==> src/hw/rtl/pls_pkg.sv <==
`default_nettype none

package pls_pkg;

  // List geometry
  localparam int unsigned CAPACITY   = 16;
  localparam int unsigned DATA_WIDTH = 32;

  // Fixed field widths
  localparam int unsigned KIND_W   = 3;
  localparam int unsigned POS_W    = 5;
  localparam int unsigned STATUS_W = 2;
  localparam int unsigned COUNT_W  = 5;

  // Internal widths derived from the geometry
  localparam int unsigned IDX_W = (CAPACITY > 1) ? $clog2(CAPACITY) : 1;
  localparam int unsigned CNT_W = $clog2(CAPACITY + 1);
  localparam int unsigned CMP_W = ((POS_W > CNT_W) ? POS_W : CNT_W) + 1;

  // Operation codes
  typedef enum logic [KIND_W-1:0] {
    KIND_INSERT = 3'd0,
    KIND_REMOVE = 3'd1,
    KIND_READ   = 3'd2,
    KIND_WRITE  = 3'd3,
    KIND_CLEAR  = 3'd4
  } kind_e;

  // Result status codes
  typedef enum logic [STATUS_W-1:0] {
    ST_DONE   = 2'd0,
    ST_BADPOS = 2'd1,
    ST_FULL   = 2'd2
  } status_e;

  // What the row of cells does this cycle
  typedef enum logic [1:0] {
    ACT_NONE   = 2'd0,
    ACT_INSERT = 2'd1,
    ACT_REMOVE = 2'd2,
    ACT_WRITE  = 2'd3
  } cell_act_e;

  // Command broadcast to every cell
  typedef struct packed {
    cell_act_e             act;
    logic [IDX_W-1:0]      idx;
    logic [DATA_WIDTH-1:0] value;
  } cell_cmd_t;

endpackage

`default_nettype wire

==> src/hw/rtl/pls_if.sv <==
`default_nettype none

// Request channel: one list operation per transfer
interface pls_in_if;
  import pls_pkg::*;

  logic                  valid;
  logic                  ready;
  logic [KIND_W-1:0]     kind;
  logic [POS_W-1:0]      position;
  logic [DATA_WIDTH-1:0] value;

  modport source (output valid, output kind, output position, output value, input ready);
  modport sink   (input valid, input kind, input position, input value, output ready);
endinterface

// Response channel: one result per operation
interface pls_out_if;
  import pls_pkg::*;

  logic                  valid;
  logic                  ready;
  logic [STATUS_W-1:0]   status;
  logic [DATA_WIDTH-1:0] read_value;
  logic [COUNT_W-1:0]    count;
  logic                  empty_res;

  modport source (output valid, output status, output read_value, output count,
                  output empty_res, input ready);
  modport sink   (input valid, input status, input read_value, input count,
                  input empty_res, output ready);
endinterface

`default_nettype wire

==> src/hw/rtl/pls_cell.sv <==
`default_nettype none

// One list slot. Loads a new value, takes its neighbour's entry or holds.
module pls_cell (
  input  logic                           clk_i,
  input  logic [pls_pkg::IDX_W-1:0]      idx_i,
  input  pls_pkg::cell_cmd_t             cmd_i,
  input  logic [pls_pkg::DATA_WIDTH-1:0] prev_i,
  input  logic [pls_pkg::DATA_WIDTH-1:0] next_i,
  output logic [pls_pkg::DATA_WIDTH-1:0] data_o
);
  import pls_pkg::*;

  logic [DATA_WIDTH-1:0] data_d, data_q;

  // Slot update from the broadcast command and this slot's index
  always_comb begin
    data_d = data_q;
    unique case (cmd_i.act)
      ACT_INSERT: begin
        if (idx_i == cmd_i.idx) begin
          data_d = cmd_i.value;
        end else if (idx_i > cmd_i.idx) begin
          data_d = prev_i;
        end
      end
      ACT_REMOVE: begin
        if (idx_i >= cmd_i.idx) begin
          data_d = next_i;
        end
      end
      ACT_WRITE: begin
        if (idx_i == cmd_i.idx) begin
          data_d = cmd_i.value;
        end
      end
      default: data_d = data_q;
    endcase
  end

  // Payload only, no reset
  always_ff @(posedge clk_i) begin
    data_q <= data_d;
  end

  assign data_o = data_q;

endmodule

`default_nettype wire

==> src/hw/rtl/positional_list_store_top.sv <==
`default_nettype none

// Channel  Dir  Payload                                    Transfer when
// in_i     in   kind[2:0] position[4:0] value[31:0]         in_i.valid & in_i.ready
// out_o    out  status[1:0] read_value[31:0] count[4:0]     out_o.valid & out_o.ready
//                empty_res
//
// One operation per cycle while the held result is taken or none is held: all slots
// shift at once in the row of cells, so an insert or remove does not depend on the position.
// Result appears in the cycle after the request transfer, from the output register.
// A new request is taken while the held result is being taken in the same cycle.
// Reset clears the entry count and the output valid; slot contents are not reset.
module positional_list_store_top (
  input  logic      clk_i,
  input  logic      rst_ni,
  pls_in_if.sink    in_i,
  pls_out_if.source out_o
);
  import pls_pkg::*;

  logic                  accept;
  logic                  out_vld_q;
  logic [CNT_W-1:0]      cnt_d, cnt_q;
  logic [CMP_W-1:0]      pos_x, cnt_x;
  logic                  pos_zero, in_range, ins_range;
  logic [POS_W-1:0]      pos_m1;
  status_e               status_d;
  logic [DATA_WIDTH-1:0] rd_d;
  cell_act_e             act_d;
  cell_cmd_t             cmd;

  logic [STATUS_W-1:0]   status_q;
  logic [DATA_WIDTH-1:0] rd_q;
  logic [COUNT_W-1:0]    count_q;
  logic                  empty_q;

  logic [DATA_WIDTH-1:0] cell_data [CAPACITY];

  assign in_i.ready = !out_vld_q || out_o.ready;
  assign accept     = in_i.valid && in_i.ready;

  // Position checks against the current count
  assign pos_x     = CMP_W'(in_i.position);
  assign cnt_x     = CMP_W'(cnt_q);
  assign pos_zero  = (in_i.position == '0);
  assign in_range  = !pos_zero && (pos_x <= cnt_x);
  assign ins_range = !pos_zero && (pos_x <= cnt_x + CMP_W'(1));
  assign pos_m1    = in_i.position - POS_W'(1);

  // Operation decode
  always_comb begin
    status_d = ST_BADPOS;
    rd_d     = '0;
    cnt_d    = cnt_q;
    act_d    = ACT_NONE;
    unique case (in_i.kind)
      KIND_INSERT: begin
        if (!ins_range) begin
          status_d = ST_BADPOS;
        end else if (cnt_q == CNT_W'(CAPACITY)) begin
          status_d = ST_FULL;
        end else begin
          status_d = ST_DONE;
          act_d    = ACT_INSERT;
          cnt_d    = cnt_q + CNT_W'(1);
        end
      end
      KIND_REMOVE: begin
        if (in_range) begin
          status_d = ST_DONE;
          act_d    = ACT_REMOVE;
          cnt_d    = cnt_q - CNT_W'(1);
        end
      end
      KIND_READ: begin
        if (in_range) begin
          status_d = ST_DONE;
          rd_d     = cell_data[pos_m1[IDX_W-1:0]];
        end
      end
      KIND_WRITE: begin
        if (in_range) begin
          status_d = ST_DONE;
          act_d    = ACT_WRITE;
        end
      end
      KIND_CLEAR: begin
        status_d = ST_DONE;
        cnt_d    = '0;
      end
      default: status_d = ST_BADPOS;
    endcase
  end

  // Broadcast to the cells only on a request transfer
  assign cmd.act   = accept ? act_d : ACT_NONE;
  assign cmd.idx   = pos_m1[IDX_W-1:0];
  assign cmd.value = in_i.value;

  // Row of cells linked to their neighbours; the first sees zero below, the last sees itself above
  for (genvar i = 0; i < CAPACITY; i++) begin : g_cell
    logic [DATA_WIDTH-1:0] prev, next;
    if (i == 0) begin : g_first
      assign prev = '0;
    end else begin : g_prev
      assign prev = cell_data[i-1];
    end
    if (i == CAPACITY - 1) begin : g_last
      assign next = cell_data[i];
    end else begin : g_next
      assign next = cell_data[i+1];
    end
    pls_cell u_cell (
      .clk_i  (clk_i),
      .idx_i  (IDX_W'(i)),
      .cmd_i  (cmd),
      .prev_i (prev),
      .next_i (next),
      .data_o (cell_data[i])
    );
  end

  // Control state
  always_ff @(posedge clk_i or negedge rst_ni) begin
    if (!rst_ni) begin
      cnt_q     <= '0;
      out_vld_q <= 1'b0;
    end else if (accept) begin
      cnt_q     <= cnt_d;
      out_vld_q <= 1'b1;
    end else if (out_o.ready) begin
      out_vld_q <= 1'b0;
    end
  end

  // Result register
  always_ff @(posedge clk_i) begin
    if (accept) begin
      status_q <= status_d;
      rd_q     <= rd_d;
      count_q  <= COUNT_W'(cnt_d);
      empty_q  <= (cnt_d == '0);
    end
  end

  assign out_o.valid      = out_vld_q;
  assign out_o.status     = status_q;
  assign out_o.read_value = rd_q;
  assign out_o.count      = count_q;
  assign out_o.empty_res  = empty_q;

endmodule

`default_nettype wire

==> src/flat_wrapper.sv <==
// flat-port wrapper written by rule: the top's interface ports become plain ports
module positional_list_store_top_flat import pls_pkg::*;
  (clk_i, rst_ni, in_i_valid, in_i_kind, in_i_position, in_i_value, in_i_ready, out_o_valid, out_o_status, out_o_read_value, out_o_count, out_o_empty_res, out_o_ready);
  pls_in_if in_i_i ();
  pls_out_if out_o_i ();
  input  logic clk_i;
  input  logic rst_ni;
  input wire logic [$bits(in_i_i.valid)-1:0] in_i_valid;
  input wire logic [$bits(in_i_i.kind)-1:0] in_i_kind;
  input wire logic [$bits(in_i_i.position)-1:0] in_i_position;
  input wire logic [$bits(in_i_i.value)-1:0] in_i_value;
  output wire logic [$bits(in_i_i.ready)-1:0] in_i_ready;
  output wire logic [$bits(out_o_i.valid)-1:0] out_o_valid;
  output wire logic [$bits(out_o_i.status)-1:0] out_o_status;
  output wire logic [$bits(out_o_i.read_value)-1:0] out_o_read_value;
  output wire logic [$bits(out_o_i.count)-1:0] out_o_count;
  output wire logic [$bits(out_o_i.empty_res)-1:0] out_o_empty_res;
  input wire logic [$bits(out_o_i.ready)-1:0] out_o_ready;
  assign in_i_i.valid = in_i_valid;
  assign in_i_i.kind = in_i_kind;
  assign in_i_i.position = in_i_position;
  assign in_i_i.value = in_i_value;
  assign in_i_ready = in_i_i.ready;
  assign out_o_valid = out_o_i.valid;
  assign out_o_status = out_o_i.status;
  assign out_o_read_value = out_o_i.read_value;
  assign out_o_count = out_o_i.count;
  assign out_o_empty_res = out_o_i.empty_res;
  assign out_o_i.ready = out_o_ready;
  positional_list_store_top u_core (.clk_i(clk_i), .rst_ni(rst_ni), .in_i(in_i_i), .out_o(out_o_i));
endmodule
==> config.mk <==
export PLATFORM = sky130hd
export DESIGN_NAME = positional_list_store_top_flat
export DESIGN_NICKNAME = d
export VERILOG_FILES = /design/src/hw/rtl/pls_pkg.sv /design/src/hw/rtl/pls_if.sv /design/src/hw/rtl/pls_cell.sv /design/src/hw/rtl/positional_list_store_top.sv /design/src/flat_wrapper.sv
export SDC_FILE = /design/constraint.sdc
export NUM_CORES = 1
export LEC_CHECK = 0
export ABC_AREA = 1
export BUFFER_PORTS_ARGS = -buffer_cell sky130_fd_sc_hd__clkbuf_2
export CORE_ASPECT_RATIO = 0.5
export CORE_MARGIN = 2
export CORE_UTILIZATION = 29
export DETAILED_ROUTE_END_ITERATION = 10
export PLACE_DENSITY = 0.51
export SYNTH_ARGS = -nofsm -noshare
export SYNTH_HDL_FRONTEND = slang
export SYNTH_HIERARCHICAL = 1
export SYNTH_SLANG_ARGS = --single-unit
export TNS_END_PERCENT = 50
==> constraint.sdc <==
create_clock -name clk_i -period 12.8 [get_ports clk_i]
set_input_delay 2.56 -clock clk_i [delete_from_list [all_inputs] [get_ports clk_i]]
set_output_delay 2.56 -clock clk_i [all_outputs]
set_load 0.1 [all_outputs]
==> impl_metrics.toml <==
[power_and_ir_drop]
p_leak_nw = 19.86
p_per_area_mw_per_mm2 = 112.1
peakVddDrop_mv = 0.09746

[synth]
synth_edf_count = 552
synth_area_mm2 = 0.04517
synthXorXnorAreaFrac_pct = 0.2077
ys_warn_count = 6
synth_top_family_by_area = "compound AO/OA/AOI/OAI gates"
yosysSeqAreaShare_pct = 37.03
synth-simple-area-share_pct = 10.01
synth-compound-area-share_pct = 31.40
async_flop_share_pct = 1.075
syn_avg_cell_area_um2 = 7.610
synthAdderAreaFrac_pct = 2.188
syn_inst = 5936
ys_types = 38
synth-seq-cells = 558
synth_mux_area_share_pct = 0
synth_ff_type = "edfxtp_1"

[final_layout]
diodes = 0
fin_area_mm2 = 0.04954
nFillCells = 16657
area_growth_pct = 9.663
final_common_cell = "inv_1"
post_route_cells_drive_above_1_share_pct = 14.08
area.sequential_mm2 = 0.01673
final_cell_mix = "inv_1 (1705), o21ai_0 (824), nand2_1 (758), edfxtp_1 (552), o21ai_1 (512)"
final_nets = 5998
fin_util_pct = 32.03
multi_input_area_mm2 = 0.02055

[detailed_routing]
wl_per_cell_um = 18.18
antenna_left = 0
drc = 0
via_count = 39271
drt-initial-drc-count = 3462
routed_wirelength_um = 145700
first_pass_iters = 6
viasPerCell = 4.903

[setup_path]
regToRegSetupSlack_ps = 7620
worstReg2RegEnd = "u_core/g_cell[11].u_cell/data_o[13]"
startpoint_type = "primary input"
critPathCapture = "u_core/g_cell[11].u_cell/data_o[13]"
cp-end-kind = "flop"
cp_data_arrival_time_ps = 7600
crit_fanout = 100
worstReg2RegStart = "u_core/cnt_q[0]"
crit_start = "in_i_position[0]"
critPathKind = "in -> reg"
reg2regPathDepth = 20
required_ps = 13080

[sta]
period_share_pct = 57.17
hold_viol = 0
fin_skew_ps = 42.83
worst_pin_slew_ps = 1193
relSlewSlack_pct = 20.46
holdWs_ps = 521.5
slew_viol_final = 0
period_needed_ps = 7318
setup_slack_ps = 5482
fmax_mhz = 136.7
rsz0062_at_grt = "no"
setup_viol = 0
setup-tns-final_ps = 0

[placed_design]
place_area_mm2 = 0.04734
place_ws_ps = 4788
place_congestion = 0.8155
hpwl_um = 93700
port_buffers = 85

[clocking]
htreeDepth = 3
clk_latency_ps = 680
cts_resized = 0
cts_setup_buffers = 0
cts_tree = "yes"
ctsLongestPathBuffers = 3
hold_buffers = 0
clock_sinks = 558
clk_pin_slew_ps = 60
numCtsBuffers = 68
clockRootBuffer = "clkbuf_16"

[grt]
grt_pass1_vias = 37334
antenna_found_initial = 0
grt_max_degree = 161
grt_pass1_wl_um = 225500
grt_overflow = 0
track_usage_pct = 17.89

[floorplanning]
ios = 86
start_util_pct = 29.21
core_mm2 = 0.1547
die_y_um = 283.1
dieArea_mm2 = 0.1591
die_x_um = 562.2
rows = 102

[min_path]
worstHoldPathType = "reg -> reg"

[outcome]
outcome = "finished, final reports clean"

[job]
max_cap_viol_count = 0
## layout make-up
type | instances | area share (%)
clock buffers | 85 | 3.670
clock inverters | 40 | 0.7804
inverters | 1712 | 12.99
multi-input cells | 3380 | 41.48
flip-flops and latches | 558 | 33.76
well taps | 2080 | 5.253
repair buffers | 155 | 2.063
## sequential cells by signal, indices dropped and copies added (netlist names)
| signal | cells |
|---|---|
| u_core/out_o.valid | 1 |
| u_core/g_cell.u_cell/data_o | 512 |
| u_core/out_o.empty_res | 1 |
| u_core/out_o.read_value | 32 |
| u_core/out_o.status | 2 |
| u_core/cnt_q | 5 |
| u_core/out_o.count | 5 |
## synth_stat cells, types with 2 or more instances
cell type     n  share of area, %
xor2_1        5             0.097
o22ai_2     480                13
dfrtp_1       6              0.33
or2_1        16              0.22
conb_1        2             0.017
buf_6        69               1.7
nor2_2        5             0.069
o21ai_1     512               5.7
o21ai_0     824               9.1
nand4_1       4             0.055
nor2_1      331               2.8
xnor2_1       2             0.039
buf_8         3              0.10
buf_4        21              0.35
a21oi_1      35              0.39
inv_1      1708                14
o221ai_1     64               1.2
edfxtp_1    552                37
inv_2         4             0.033
nand2_1     774               6.4
ha_1         79               2.2
clkbuf_2      3             0.033
nand3_2       3             0.066
buf_2       134               1.5
nand2_2       4             0.055
clkbuf_1    150               1.2
o22ai_1      96               1.3
nand3_1      25              0.28
o21ai_2      16              0.31
## stage by stage
stage | std cells | total power [mW]
final | 8010 | 5.555
after detailed placement | 7885 | 3.586
after CTS | 8010 | 5.609
after floorplan | 6030 | 3.221
after global placement | 7885 | 3.580
after global routing | 8010 | 5.840
## metal layers
metal	GRT usage (%)	part of all wire (%)	vias to the layer above
met1	25.04	47	18958
met3	1.860	5.3	191
met2	29.31	46	1105
met5	0	0	-
li1	-	-	19017
met4	4.612	2.4	0
## worst min-delay path by stage
stage	endpoint	slack (ps)	cells after the start	from
floorplan	u_core/cnt_q[2]	580	3	u_core/cnt_q[2]
global placement	u_core/out_o.valid	510	2	u_core/out_o.valid
detailed placement	u_core/out_o.valid	510	2	u_core/out_o.valid
CTS	u_core/out_o.valid	530	2	u_core/out_o.valid
global route	u_core/out_o.valid	560	2	u_core/out_o.valid
finish	u_core/out_o.valid	520	2	u_core/out_o.valid
## critical path: stages
cell	delay, ps
clkbuf_8	530
inv_8	320
ha_1	390
xnor2_4	140
buf_4	830
inv_2	240
buf_4	420
inv_1	130
ha_1	130
nand2_1	90
nor2_4	110
buf_4	470
inv_1	160
a21oi_4	920
## cells by family (layout without fill, tap and decap cells)
logic type | after synthesis | in the layout
AO/OA/AOI/OAI | 2029 | 2029
flip-flops | 558 | 558
adder cells (fa/ha/maj) | 79 | 79
buffers and inverters | 2092 | 1992
AND/OR/NAND/NOR | 1167 | 1167
other | 2 | 96
XOR/XNOR | 9 | 9
## where the power goes
group          internal [mW]  switching [mW]
logic                  0.369           0.934
clock network           1.12           0.881
registers               2.17          0.0851
Note: power is estimated with default switching activity, not from simulation.
